File: src/rtl/pslwd_pkg.sv
// Shared types and constants for the per-stream loss window dropper.
// Holds the controller/datapath command and status structs and register indexes.
// No dependencies.
package pslwd_pkg;

	localparam logic [15:0] DATA_FRAME_TYPE = 16'd1;

	localparam int CFG_INDEX_W = 2;
	localparam logic [CFG_INDEX_W-1:0] REG_LOSS_TERM_ID     = 2'd0;
	localparam logic [CFG_INDEX_W-1:0] REG_LOSS_TERM_OFFSET = 2'd1;
	localparam logic [CFG_INDEX_W-1:0] REG_LOSS_LENGTH      = 2'd2;

	localparam int KEY_W    = 64;
	localparam int OFFSET_W = 33;

	typedef struct packed {
		logic load;
		logic scan_start;
		logic scan_step;
		logic take_hit;
		logic alloc;
		logic eval;
		logic res_none;
		logic res_full;
		logic out_load;
	} dp_cmd_t;

	typedef struct packed {
		logic considered;
		logic table_empty;
		logic table_full;
		logic hit;
		logic scan_miss;
	} dp_stat_t;

endpackage

File: src/rtl/pslwd_ifs.sv
// Channel interfaces of the dropper: request, result and register write.
// Depends on pslwd_pkg for the register index width.
interface pslwd_req_if;
	logic               valid;
	logic               ready;
	logic [15:0]        frame_type;
	logic signed [31:0] frame_term_id;
	logic [30:0]        frame_term_offset;
	logic signed [31:0] strm_id;
	logic signed [31:0] sess_id;
	logic [15:0]        datagram_length;

	modport source (output valid, frame_type, frame_term_id, frame_term_offset,
		strm_id, sess_id, datagram_length, input ready);
	modport sink (input valid, frame_type, frame_term_id, frame_term_offset,
		strm_id, sess_id, datagram_length, output ready);
endinterface

interface pslwd_res_if;
	logic valid;
	logic ready;
	logic drop;
	logic table_full;

	modport source (output valid, drop, table_full, input ready);
	modport sink (input valid, drop, table_full, output ready);
endinterface

interface pslwd_cfg_if;
	logic        valid;
	logic        ready;
	logic [pslwd_pkg::CFG_INDEX_W-1:0] index;
	logic [31:0] data;

	modport source (output valid, index, data, input ready);
	modport sink (input valid, index, data, output ready);
endinterface

File: src/rtl/pslwd_ctrl.sv
// Controller of the dropper: sequences request capture, table scan,
// allocation, window check and result hand-off. Depends on pslwd_pkg.
module pslwd_ctrl
	import pslwd_pkg::*;
(
	input  logic     clk,
	input  logic     arst_n,
	input  logic     req_valid,
	output logic     req_ready,
	output logic     res_valid,
	input  logic     res_ready,
	input  dp_stat_t stat,
	output dp_cmd_t  cmd
);

	localparam logic [2:0] ST_IDLE  = 3'd0;
	localparam logic [2:0] ST_CHECK = 3'd1;
	localparam logic [2:0] ST_SCAN  = 3'd2;
	localparam logic [2:0] ST_EVAL  = 3'd3;
	localparam logic [2:0] ST_DONE  = 3'd4;

	logic [2:0] state_q;
	logic [2:0] state_d;
	logic       res_valid_q;
	logic       out_free;

	assign req_ready = (state_q == ST_IDLE);
	assign res_valid = res_valid_q;
	assign out_free  = !res_valid_q || res_ready;

	always_comb begin
		state_d = state_q;
		cmd     = '0;
		case (state_q)
			ST_IDLE: begin
				if (req_valid) begin
					cmd.load = 1'b1;
					state_d  = ST_CHECK;
				end
			end
			ST_CHECK: begin
				if (!stat.considered) begin
					cmd.res_none = 1'b1;
					state_d      = ST_DONE;
				end else if (stat.table_empty) begin
					cmd.alloc = 1'b1;
					state_d   = ST_EVAL;
				end else begin
					cmd.scan_start = 1'b1;
					state_d        = ST_SCAN;
				end
			end
			ST_SCAN: begin
				cmd.scan_step = 1'b1;
				if (stat.hit) begin
					cmd.take_hit = 1'b1;
					state_d      = ST_EVAL;
				end else if (stat.scan_miss) begin
					if (stat.table_full) begin
						cmd.res_full = 1'b1;
						state_d      = ST_DONE;
					end else begin
						cmd.alloc = 1'b1;
						state_d   = ST_EVAL;
					end
				end
			end
			ST_EVAL: begin
				cmd.eval = 1'b1;
				state_d  = ST_DONE;
			end
			ST_DONE: begin
				if (out_free) begin
					cmd.out_load = 1'b1;
					state_d      = ST_IDLE;
				end
			end
			default: begin
				state_d = ST_IDLE;
			end
		endcase
	end

	always_ff @(posedge clk or negedge arst_n) begin
		if (!arst_n) begin
			state_q     <= ST_IDLE;
			res_valid_q <= 1'b0;
		end else begin
			state_q <= state_d;
			if (cmd.out_load) begin
				res_valid_q <= 1'b1;
			end else if (res_ready) begin
				res_valid_q <= 1'b0;
			end
		end
	end

endmodule

File: src/rtl/pslwd_dp.sv
// Datapath of the dropper: loss window registers, request registers, stream
// table memory with scan pointer and fill count, window check, result register.
// Depends on pslwd_pkg.
module pslwd_dp
	import pslwd_pkg::*;
#(
	parameter int TABLE_ENTRIES = 16,
	parameter int CW = $clog2(TABLE_ENTRIES + 1),
	parameter int AW = (TABLE_ENTRIES > 1) ? $clog2(TABLE_ENTRIES) : 1
) (
	input  logic                   clk,
	input  logic                   arst_n,
	input  logic                   cfg_we,
	input  logic [CFG_INDEX_W-1:0] cfg_index,
	input  logic [31:0]            cfg_data,
	input  logic [15:0]            frame_type,
	input  logic signed [31:0]     frame_term_id,
	input  logic [30:0]            frame_term_offset,
	input  logic signed [31:0]     strm_id,
	input  logic signed [31:0]     sess_id,
	input  logic [15:0]            datagram_length,
	input  dp_cmd_t                cmd,
	output dp_stat_t               stat,
	output logic [CW-1:0]          fill,
	output logic                   drop,
	output logic                   table_full
);

	localparam int ENTRY_W = KEY_W + OFFSET_W;

	logic [31:0]          loss_term_id_q;
	logic [30:0]          loss_term_offset_q;
	logic [31:0]          loss_length_q;

	logic [15:0]          type_q;
	logic [31:0]          term_id_q;
	logic [30:0]          foff_q;
	logic [KEY_W-1:0]     key_q;
	logic [15:0]          dlen_q;

	logic [ENTRY_W-1:0]   mem_q [TABLE_ENTRIES];
	logic [ENTRY_W-1:0]   rd_data_s1;
	logic                 rd_pend_s1;
	logic [AW-1:0]        rd_idx_s1;
	logic                 rd_en;
	logic [CW-1:0]        scan_idx_q;
	logic [CW-1:0]        fill_q;

	logic [AW-1:0]        hit_idx_q;
	logic [OFFSET_W-1:0]  track_q;
	logic                 is_new_q;

	logic [OFFSET_W-1:0]  window_end;
	logic [OFFSET_W-1:0]  frame_end;
	logic                 drop_now;
	logic                 key_match;

	logic                 res_drop_q;
	logic                 res_full_q;
	logic                 out_drop_q;
	logic                 out_full_q;

	assign fill       = fill_q;
	assign drop       = out_drop_q;
	assign table_full = out_full_q;

	assign rd_en     = cmd.scan_step && (scan_idx_q < fill_q);
	assign key_match = (rd_data_s1[ENTRY_W-1:OFFSET_W] == key_q);

	assign stat.considered  = (type_q == DATA_FRAME_TYPE) && (term_id_q == loss_term_id_q);
	assign stat.table_empty = (fill_q == '0);
	assign stat.table_full  = (fill_q == CW'(TABLE_ENTRIES));
	assign stat.hit         = rd_pend_s1 && key_match;
	assign stat.scan_miss   = rd_pend_s1 && !key_match &&
		((CW'(rd_idx_s1) + CW'(1)) == fill_q);

	assign window_end = {2'b00, loss_term_offset_q} + {1'b0, loss_length_q};
	assign frame_end  = {2'b00, foff_q} + {17'd0, dlen_q};
	assign drop_now   = (track_q < window_end) && ({2'b00, foff_q} <= track_q) &&
		(track_q < frame_end);

	always_ff @(posedge clk or negedge arst_n) begin
		if (!arst_n) begin
			loss_term_id_q     <= '0;
			loss_term_offset_q <= '0;
			loss_length_q      <= '0;
		end else if (cfg_we) begin
			case (cfg_index)
				REG_LOSS_TERM_ID:     loss_term_id_q     <= cfg_data;
				REG_LOSS_TERM_OFFSET: loss_term_offset_q <= cfg_data[30:0];
				REG_LOSS_LENGTH:      loss_length_q      <= cfg_data;
				default: begin
				end
			endcase
		end
	end

	always_ff @(posedge clk) begin
		if (cmd.load) begin
			type_q    <= frame_type;
			term_id_q <= frame_term_id;
			foff_q    <= frame_term_offset;
			key_q     <= {strm_id, sess_id};
			dlen_q    <= datagram_length;
		end
	end

	always_ff @(posedge clk or negedge arst_n) begin
		if (!arst_n) begin
			fill_q     <= '0;
			scan_idx_q <= '0;
			rd_pend_s1 <= 1'b0;
		end else begin
			if (cmd.scan_start) begin
				scan_idx_q <= '0;
				rd_pend_s1 <= 1'b0;
			end else if (cmd.scan_step) begin
				rd_pend_s1 <= rd_en;
				if (rd_en) begin
					scan_idx_q <= scan_idx_q + CW'(1);
				end
			end
			if (cmd.eval && is_new_q) begin
				fill_q <= fill_q + CW'(1);
			end
		end
	end

	always_ff @(posedge clk) begin
		if (rd_en) begin
			rd_data_s1 <= mem_q[scan_idx_q[AW-1:0]];
			rd_idx_s1  <= scan_idx_q[AW-1:0];
		end
		if (cmd.eval) begin
			mem_q[hit_idx_q] <= {key_q, drop_now ? frame_end : track_q};
		end
	end

	always_ff @(posedge clk) begin
		if (cmd.take_hit) begin
			hit_idx_q <= rd_idx_s1;
			track_q   <= rd_data_s1[OFFSET_W-1:0];
			is_new_q  <= 1'b0;
		end else if (cmd.alloc) begin
			hit_idx_q <= fill_q[AW-1:0];
			track_q   <= {2'b00, foff_q};
			is_new_q  <= 1'b1;
		end
		if (cmd.res_none) begin
			res_drop_q <= 1'b0;
			res_full_q <= 1'b0;
		end else if (cmd.res_full) begin
			res_drop_q <= 1'b0;
			res_full_q <= 1'b1;
		end else if (cmd.eval) begin
			res_drop_q <= drop_now;
			res_full_q <= 1'b0;
		end
		if (cmd.out_load) begin
			out_drop_q <= res_drop_q;
			out_full_q <= res_full_q;
		end
	end

endmodule

File: src/rtl/per_stream_loss_window_dropper.sv
// Per-stream loss window dropper, top level.
// Request channel (req): one datagram header per request. Result channel (res):
// one drop / table_full decision per request, in request order.
// Register port (cfg): index 0 loss_term_id, 1 loss_term_offset, 2 loss_length;
// always ready, other indexes ignored. Write only while no request is in flight.
// Requests that are not data frames of the loss term go straight to the result;
// the first stream into an empty table is allocated without a scan. Others scan
// the stream table one entry per cycle over the memory read port until a hit or
// the last entry in use; a hit or a new stream then goes through the window
// check, a new stream on a full table does not. A new request is taken once the
// previous result has moved to the output register. A new stream takes the
// lowest free entry; entries are freed only by reset. When the table is full a
// new stream passes with table_full set.
// Reset clears the registers to 0 and empties the table at once (fill count).
// While res is stalled one finished result waits in the output register and a
// second one waits in the result register; no further request is taken.
// Depends on pslwd_pkg, pslwd_ifs, pslwd_ctrl and pslwd_dp.
module per_stream_loss_window_dropper
	import pslwd_pkg::*;
#(
	parameter int TABLE_ENTRIES = 16
) (
	input  logic         clk,
	input  logic         arst_n,
	pslwd_req_if.sink    req,
	pslwd_res_if.source  res,
	pslwd_cfg_if.sink    cfg
);

	localparam int CW = $clog2(TABLE_ENTRIES + 1);

	dp_cmd_t       cmd;
	dp_stat_t      stat;
	logic [CW-1:0] fill;

	assign cfg.ready = 1'b1;

	pslwd_ctrl u_ctrl (
		.clk       (clk),
		.arst_n    (arst_n),
		.req_valid (req.valid),
		.req_ready (req.ready),
		.res_valid (res.valid),
		.res_ready (res.ready),
		.stat      (stat),
		.cmd       (cmd)
	);

	pslwd_dp #(
		.TABLE_ENTRIES (TABLE_ENTRIES)
	) u_dp (
		.clk               (clk),
		.arst_n            (arst_n),
		.cfg_we            (cfg.valid),
		.cfg_index         (cfg.index),
		.cfg_data          (cfg.data),
		.frame_type        (req.frame_type),
		.frame_term_id     (req.frame_term_id),
		.frame_term_offset (req.frame_term_offset),
		.strm_id           (req.strm_id),
		.sess_id           (req.sess_id),
		.datagram_length   (req.datagram_length),
		.cmd               (cmd),
		.stat              (stat),
		.fill              (fill),
		.drop              (res.drop),
		.table_full        (res.table_full)
	);

	a_fill_bound: assert property (@(posedge clk) disable iff (!arst_n)
		fill <= CW'(TABLE_ENTRIES))
		else $error("fill count beyond table size");

	a_full_only_when_full: assert property (@(posedge clk) disable iff (!arst_n)
		res.valid && res.table_full |-> fill == CW'(TABLE_ENTRIES))
		else $error("table_full reported with free entries");

	a_no_drop_and_full: assert property (@(posedge clk) disable iff (!arst_n)
		res.valid |-> !(res.drop && res.table_full))
		else $error("drop and table_full both set");

	a_one_in_flight: assert property (@(posedge clk) disable iff (!arst_n)
		req.valid && req.ready |=> !req.ready)
		else $error("second request taken while one is in flight");

endmodule

File: src/flat_wrapper.sv
// flat-port wrapper written by rule: the top's interface ports become plain ports
module per_stream_loss_window_dropper_flat import pslwd_pkg::*;
#(
	parameter int TABLE_ENTRIES = 16
)
  (clk, arst_n, req_valid, req_frame_type, req_frame_term_id, req_frame_term_offset, req_strm_id, req_sess_id, req_datagram_length, req_ready, res_valid, res_drop, res_table_full, res_ready, cfg_valid, cfg_index, cfg_data, cfg_ready);
  pslwd_req_if req_i ();
  pslwd_res_if res_i ();
  pslwd_cfg_if cfg_i ();
  input  logic clk;
  input  logic arst_n;
  input wire logic [$bits(req_i.valid)-1:0] req_valid;
  input wire logic [$bits(req_i.frame_type)-1:0] req_frame_type;
  input wire logic [$bits(req_i.frame_term_id)-1:0] req_frame_term_id;
  input wire logic [$bits(req_i.frame_term_offset)-1:0] req_frame_term_offset;
  input wire logic [$bits(req_i.strm_id)-1:0] req_strm_id;
  input wire logic [$bits(req_i.sess_id)-1:0] req_sess_id;
  input wire logic [$bits(req_i.datagram_length)-1:0] req_datagram_length;
  output wire logic [$bits(req_i.ready)-1:0] req_ready;
  output wire logic [$bits(res_i.valid)-1:0] res_valid;
  output wire logic [$bits(res_i.drop)-1:0] res_drop;
  output wire logic [$bits(res_i.table_full)-1:0] res_table_full;
  input wire logic [$bits(res_i.ready)-1:0] res_ready;
  input wire logic [$bits(cfg_i.valid)-1:0] cfg_valid;
  input wire logic [$bits(cfg_i.index)-1:0] cfg_index;
  input wire logic [$bits(cfg_i.data)-1:0] cfg_data;
  output wire logic [$bits(cfg_i.ready)-1:0] cfg_ready;
  assign req_i.valid = req_valid;
  assign req_i.frame_type = req_frame_type;
  assign req_i.frame_term_id = req_frame_term_id;
  assign req_i.frame_term_offset = req_frame_term_offset;
  assign req_i.strm_id = req_strm_id;
  assign req_i.sess_id = req_sess_id;
  assign req_i.datagram_length = req_datagram_length;
  assign req_ready = req_i.ready;
  assign res_valid = res_i.valid;
  assign res_drop = res_i.drop;
  assign res_table_full = res_i.table_full;
  assign res_i.ready = res_ready;
  assign cfg_i.valid = cfg_valid;
  assign cfg_i.index = cfg_index;
  assign cfg_i.data = cfg_data;
  assign cfg_ready = cfg_i.ready;
  per_stream_loss_window_dropper #(.TABLE_ENTRIES(TABLE_ENTRIES)) u_core (.clk(clk), .arst_n(arst_n), .req(req_i), .res(res_i), .cfg(cfg_i));
endmodule
File: config.mk
export PLATFORM = sky130hd
export DESIGN_NAME = per_stream_loss_window_dropper_flat
export DESIGN_NICKNAME = d
export VERILOG_FILES = /design/src/rtl/pslwd_pkg.sv /design/src/rtl/pslwd_ifs.sv /design/src/rtl/pslwd_ctrl.sv /design/src/rtl/pslwd_dp.sv /design/src/rtl/per_stream_loss_window_dropper.sv /design/src/flat_wrapper.sv
export SDC_FILE = /design/constraint.sdc
export NUM_CORES = 2
export LEC_CHECK = 0
export BUFFER_PORTS_ARGS = -buffer_cell sky130_fd_sc_hd__buf_2
export CAP_MARGIN = 25
export CORE_UTILIZATION = 60
export DETAILED_ROUTE_END_ITERATION = 10
export PLACE_DENSITY = 0.86
export SLEW_MARGIN = 20
export SYNTH_ARGS = -nofsm -noshare
export SYNTH_HDL_FRONTEND = slang
export SYNTH_SLANG_ARGS = --single-unit
File: constraint.sdc
create_clock -name clk -period 24 [get_ports clk]
set_input_delay 0 -clock clk [delete_from_list [all_inputs] [get_ports clk]]
set_output_delay 0 -clock clk [all_outputs]
set_load 0.01 [all_outputs]
-- Word level (Yosys, flattened, before mapping)
Memory sizes are Yosys's and may differ from the RTL's. A register that Yosys moved wholly into a read port is not among the register bits.
Cells that the tools add are included.
W data, S select, Z words.
- register bits after elaboration: 315
- bits in latches: 0
- memory bits (writable): 1552
- memory bits (read-only): 0
- input bits: 198
- output and inout port bits: 5
- logic and storage cells: 116
- memories: 1
- memory list (name ; depth ; bits a word ; rd ports ; clocked after Yosys merged registers in ; write ports ; RTL line ; text):
    u_core.u_dp.mem_q ; 16 ; 97 ; 1 ; 1 ; 1 ; pslwd_dp.sv:41 ; logic [ENTRY_W-1:0] mem_q [TABLE_ENTRIES];
- $add $sub $neg: 5
- multiply operators: 0
- divide/modulo/power cells: 0
- order comparisons: 4
- equality and inequality tests: 14
- shift operators: 0
- multiplexer cells: 46
- bitwise gates (word level): 0
- reductions and logical operators: 25
- operator list (operator ; number):
    $mux W33 ; 3
    $eq A64 B64 Y1 ; 1
    $add A31 B32 Y33 ; 1
    $le A31 B33 Y1 ; 1
    $lt A33 B32 Y1 ; 1
    $lt A33 B33 Y1 ; 1
    $add A31 B16 Y32 ; 1
    $eq A32 B32 Y1 ; 1
    $mux W1 ; 29
    $mux W3 ; 6
    $eq A16 B1 Y1 const B ; 1
    $mux W5 ; 3
    $pmux W3 S5 ; 1
    $add A5 B1 Y5 const B ; 2
    $reduce_bool A2 Y1 ; 5
    $logic_and A1 B1 Y1 ; 8
    $mux W4 ; 2
    $reduce_and A2 Y1 ; 4
    $eq A3 B2 Y1 const B ; 2
    $add A4 B1 Y5 const B ; 1
    $eq A5 B5 Y1 ; 1
    $eq A5 B5 Y1 const B ; 1
    $logic_not A5 Y1 ; 1
    $lt A5 B5 Y1 ; 1
    other kinds (14) ; 16

-- Depth between registers and ports, before layout
- depth after elaboration: 9
- mapped depth: 20
- depth with buffers taken out: 19

-- By module
From an unflattened synthesis, not the netlist that was laid out.
- cell total of the unflattened synthesis: 3653
- area total of the unflattened synthesis: 78531.6 um^2
- by module, submodules not included (module ; instances ; cells each ; area an instance (um^2) ; seq. area each (um^2)):
    pslwd_dp ; 1 ; 3614 ; 78183.7 ; 58295.9
    pslwd_ctrl ; 1 ; 37 ; 336.6 ; 100.1
    per_stream_loss_window_dropper ; 1 ; 2 ; 11.3 ; 0.0

-- Least setup slack after synthesis
Ideal clock, no wire load.
- kind: register to register
- start point: reg u_core.u_ctrl.state_q[0]
- end point: mem u_core.u_dp.mem_q[0][0] (netlist name) (enable)
- library setup time: 0.671 ns
- data arrival time: 7.702 ns
- slack: 15.627 ns
- stages on the path, launching flop included: 5
- cells stage by stage: dfrtp_1 -> clkbuf_1 -> nand3b_1 -> or3_1 -> nor3_1
- longest elaborated chain between the ends: 4
- RTL lines (element ; RTL line ; text):
    start, declared ; pslwd_ctrl.sv:22 ; logic [2:0] state_q;
    start signal, assigned ; pslwd_ctrl.sv:89 ; state_q <= state_d;
    $eq A3 B2 Y1 ; pslwd_ctrl.sv:34 ; case (state_q)
    $mux W1 ; pslwd_ctrl.sv:34 ;
    $mux W1 ; pslwd_dp.sv:134 ; if (cmd.eval) begin
    $mux W1 ; pslwd_dp.sv:135 ; mem_q[hit_idx_q] <= {key_q, drop_now ? frame_end : track_q};
    end, declared ; pslwd_dp.sv:41 ;
No other way between the ends.

-- Final worst setup path
- start point: reg u_core.u_dp.foff_q[6]
- end point: mem u_core.u_dp.mem_q[9][8] (netlist name) (data pin)
- longest elaborated chain between the ends: 4
- elaborated cells on any way between the ends: 6
- classes of those cells: add/sub (1); order compare (2); mux (1); reduce/logical (2)
- RTL lines (element ; RTL line ; text):
    start, declared ; pslwd_dp.sv:37 ; logic [30:0] foff_q;
    start signal, assigned ; pslwd_dp.sv:102 ; foff_q <= frame_term_offset;
    $add A31 B16 Y32 / $le A31 B33 Y1 (equally long branches) ; pslwd_dp.sv:78, pslwd_dp.sv:79 ;
    $lt A33 B32 Y1 / $logic_and A1 B1 Y1 (equally long branches) ; pslwd_dp.sv:80, pslwd_dp.sv:79 ;
    $logic_and A1 B1 Y1 ; pslwd_dp.sv:79 ; assign drop_now = (track_q < window_end) && ({2'b00, foff_q} <= track_q) &&
    $mux W33 (*) ; pslwd_dp.sv:135 ;
Mark *: on every way between the ends. The rest lies on a longest branch, timed or not.

==> flow_metrics.tcl <==
set metrics [dict create \
    track_usage_pct 33.80 \
    max_slew.worst_pin.slew_ns 1.184 \
    rsz0062_at_grt "no" \
    dieArea_um2 132000 \
    slew_headroom_pct 19.02 \
    syn_area_per_cell_um2 21.46 \
    place_hpwl_um 104800 \
    drc 0 \
    synth_ff_type "edfxtp_1" \
    cts-resized-gates 0 \
    synthAdderAreaFrac_pct 2.432 \
    grt_max_degree 98 \
    critPathArrivalTime_ns 7.45 \
    synth_top_family_by_area "multiplexers" \
    peakVddDrop_mv 0.09626 \
    cp-start-kind "flip-flop" \
    synth_largest_area_cell "edfxtp_1" \
    clock_sinks 1964 \
    core.rowCount 132 \
    dpl.cell_count 5526 \
    synth_edf_count 1851 \
    netSwitchingPower_uw 1919 \
    num_vias 42990 \
    cts_buffers 184 \
    grt-ovfl-total 0 \
    setup_viol 0 \
    htreeDepth 4 \
    netlist_top_cells_count "1851 x edfxtp_1, 485 x mux4_2, 149 x ha_1" \
    fmax_ghz 0.1474 \
    fin_cells 6255 \
    crit_path_max_fanout 32 \
    wirelength_um 220700 \
    power.density_nw_per_um2 84.18 \
    fp.dieH_um 363.3 \
    yosys.area.top_type_share_pct 70.97 \
    synth-simple-area-share_pct 1.877 \
    ant_nets 0 \
    crit_required_ns 24.67 \
    insertion_delay_ns 0.84 \
    synth_cell_types 68 \
    ios 203 \
    internal_power_uw 5795 \
    drt-initial-drc-count 6448 \
    grt_pass1_wl_um 314400 \
    path_class "reg2reg" \
    cts_hold_buf 384 \
    slew_viol_final 0 \
    clockRootBuffer "clkbuf_16" \
    clock_path_buffers 3 \
    setup_tns_ns 0 \
    drive_gt1_share_pct 26.82 \
    maxCapViolCount 0 \
    drt_pass1_iterations 9 \
    worstPathCellList "ha_1, nor2_1, nor4_1, nand2_1, a2111oi_0, o31a_2, nand2_1, xor2_1, ha_1, a21o_1, a2111oi_4, o2111ai_1, a2111o_1, a211oi_4, buf_4, mux2i_1, buf_2" \
    coreArea_um2 129500 \
    slowest_stage "a2111oi_0" \
    worst_setup_path_end_kind "flip-flop" \
    portBuffers 201 \
    area_growth_pct 17.01 \
    outcome "finished, final reports clean" \
    hp-class "in2reg" \
    clkPwrFrac_pct 37.5 \
    ys_seq_elements 1964 \
    synth_xor_area_share_pct 1.823 \
    utilization_pct 70.77 \
    async_reset_ff_share_pct 5.601 \
    routedWlPerCell_um 35.29 \
    p_sw_share_pct 24.88 \
    fin_crit_ns 6.785 \
    finalNetCount 4711 \
    muxShareOfSynthArea_pct 16.26 \
    clk_pin_slew_ns 0.07 \
    ys_warn_count 0 \
    cp_slowest_stage_delay_ns 1.02 \
    fin_skew_ns 0.04674 \
    yosysMostFrequentCell "edfxtp_1" \
    grt_pass1_vias 44990 \
    cellLeakagePower_uw 0.02986 \
    finalHoldViolCount 0 \
    syn_area_um2 78320 \
    gp_congestion 0.8789 \
    cts_tree "built" \
    chipWidth_um 363.3 \
    cts_setup_buffers 0 \
    pwr-share-seq_pct 53.3 \
    synth.top_cells.by_area "edfxtp_1 71%, mux4_2 14%, dfrtp_1 3.5%" \
    viasPerCell 6.873 \
    antenna_found_initial 2 \
    yosysSeqAreaShare_pct 74.57 \
    synth_nets 3998 \
    start_util_pct 60.48 \
    synth-compound-area-share_pct 2.031 \
    synth_cells 3649 \
    power_frac_comb_pct 9.2 \
    finalCritPeriodShare_pct 28.27 \
]
-- layer usage --
layer / vias to the layer above / wire length, um / global-route usage, %
li1: 16580 / - / -
met1: 22090 / 73590 / 41.50
met3: 686 / 21770 / 6.596
met4: 2 / 12380 / 18.94
met2: 3628 / 113000 / 56.74
met5: - / 17 / 0
-- power groups by stage --
stage	Combinational [uW]	Clock [uW]	Sequential (uW)
after floorplan	430	0	4110
after global placement	608	0	4150
after detailed placement	619	0	4170
after CTS	680	2880	4100
after global routing	768	3020	4120
final	710	2890	4110
-- final timing paths --
kind                            cells after the start                    from  slack [ns]                       endpoint
worst max-delay path                               17   u_core.u_dp.foff_q[6]       17.22        u_core.u_dp.mem_q[9][8]
worst min-delay path                                3            cfg_data[26]        0.02  u_core.u_dp.loss_length_q[26]
worst max register to register                     17   u_core.u_dp.foff_q[6]       17.22        u_core.u_dp.mem_q[9][8]
worst min register to register                      0  u_core.u_dp.res_full_q        0.44         u_core.u_dp.table_full
max in group asynchronous                           4                  arst_n       22.82      u_core.u_dp.scan_idx_q[2]
min in group asynchronous                           4                  arst_n        0.28  u_core.u_dp.loss_term_id_q[1]
-- registers in the layout (all words and copies together) (netlist names), 16 cells and up --
| register | flops |
|---|---|
| u_core.u_dp.mem_q | 1552 |
| u_core.u_dp.rd_data_s1 | 97 |
| u_core.u_dp.key_q | 64 |
| u_core.u_dp.track_q | 33 |
| u_core.u_dp.loss_length_q | 32 |
| u_core.u_dp.loss_term_id_q | 32 |
| u_core.u_dp.term_id_q | 32 |
| u_core.u_dp.foff_q | 31 |
| u_core.u_dp.loss_term_offset_q | 31 |
| u_core.u_dp.dlen_q | 16 |
| u_core.u_dp.type_q | 16 |
-- layout by cell type, fill, tap and decap left out, types with 11 or more instances in the layout --
cell type and count:
buf_2 202, edfxtp_1 1851, mux2_2 132, buf_4 64, nor3_1 13, clkinv_2 32, clkinv_1 38, dfrtp_1 106
mux2i_1 12, clkbuf_16 190, clkbuf_1 43, nor2_4 12, a21oi_1 64, ha_1 149, o21ai_0 49, nand4_1 30
inv_1 57, nor2_1 53, mux4_2 485, nand2_1 57, a211oi_1 11, xnor2_1 28, a21o_1 44, nand2b_1 12
o211ai_1 14, nor4_1 31, mux2i_2 19, dlygate4sd3_1 383, xor2_1 135, nand3_1 23
-- area by class of cell --
type | count | area, um^2
Inverter | 57 | 214.0
Antenna cell | 1 | 2.502
Timing Repair Buffer | 666 | 5688
Sequential cell | 1964 | 58410
Clock buffer | 242 | 5040
Multi-Input combinational cell | 1489 | 19330
Fill cell | 7000 | 37840
Clock inverter | 94 | 773.2
Tap cell | 1742 | 2180
-- critical path: cells and delay by family, from the launching register on --
kind / cells / cell delay, ns
adders and majority gates: 2 / 0.59
and+or+nand+nor: 4 / 0.72
DFF: 1 / 0.43
AOI/OAI and AO/OA: 7 / 2.79
buffers and inverters: 2 / 0.96
muxes: 1 / 0.93
xor gates and xnor gates: 1 / 0.17
-- cell families after synthesis --
logic type,Yosys count
AOI/OAI and AO/OA,240
xor gates and xnor gates,163
adders and majority gates,151
buffers and inverters,196
DFF,1964
muxes,649
other,1
and+or+nand+nor,285
-- through the flow --
step	setup WS, ns	area [um^2]	hold WS, ns	power, uW
floorplan	15.63	78320	-0.2956	4540
detailed placement	17.26	81730	0.05216	4785
global placement	17.46	81600	0.04365	4755
finish	17.22	91640	0.01797	7714
global route	16.84	91640	0.01573	7912
CTS	17.19	91400	0.004048	7660
(Power assumes the default switching activity.)
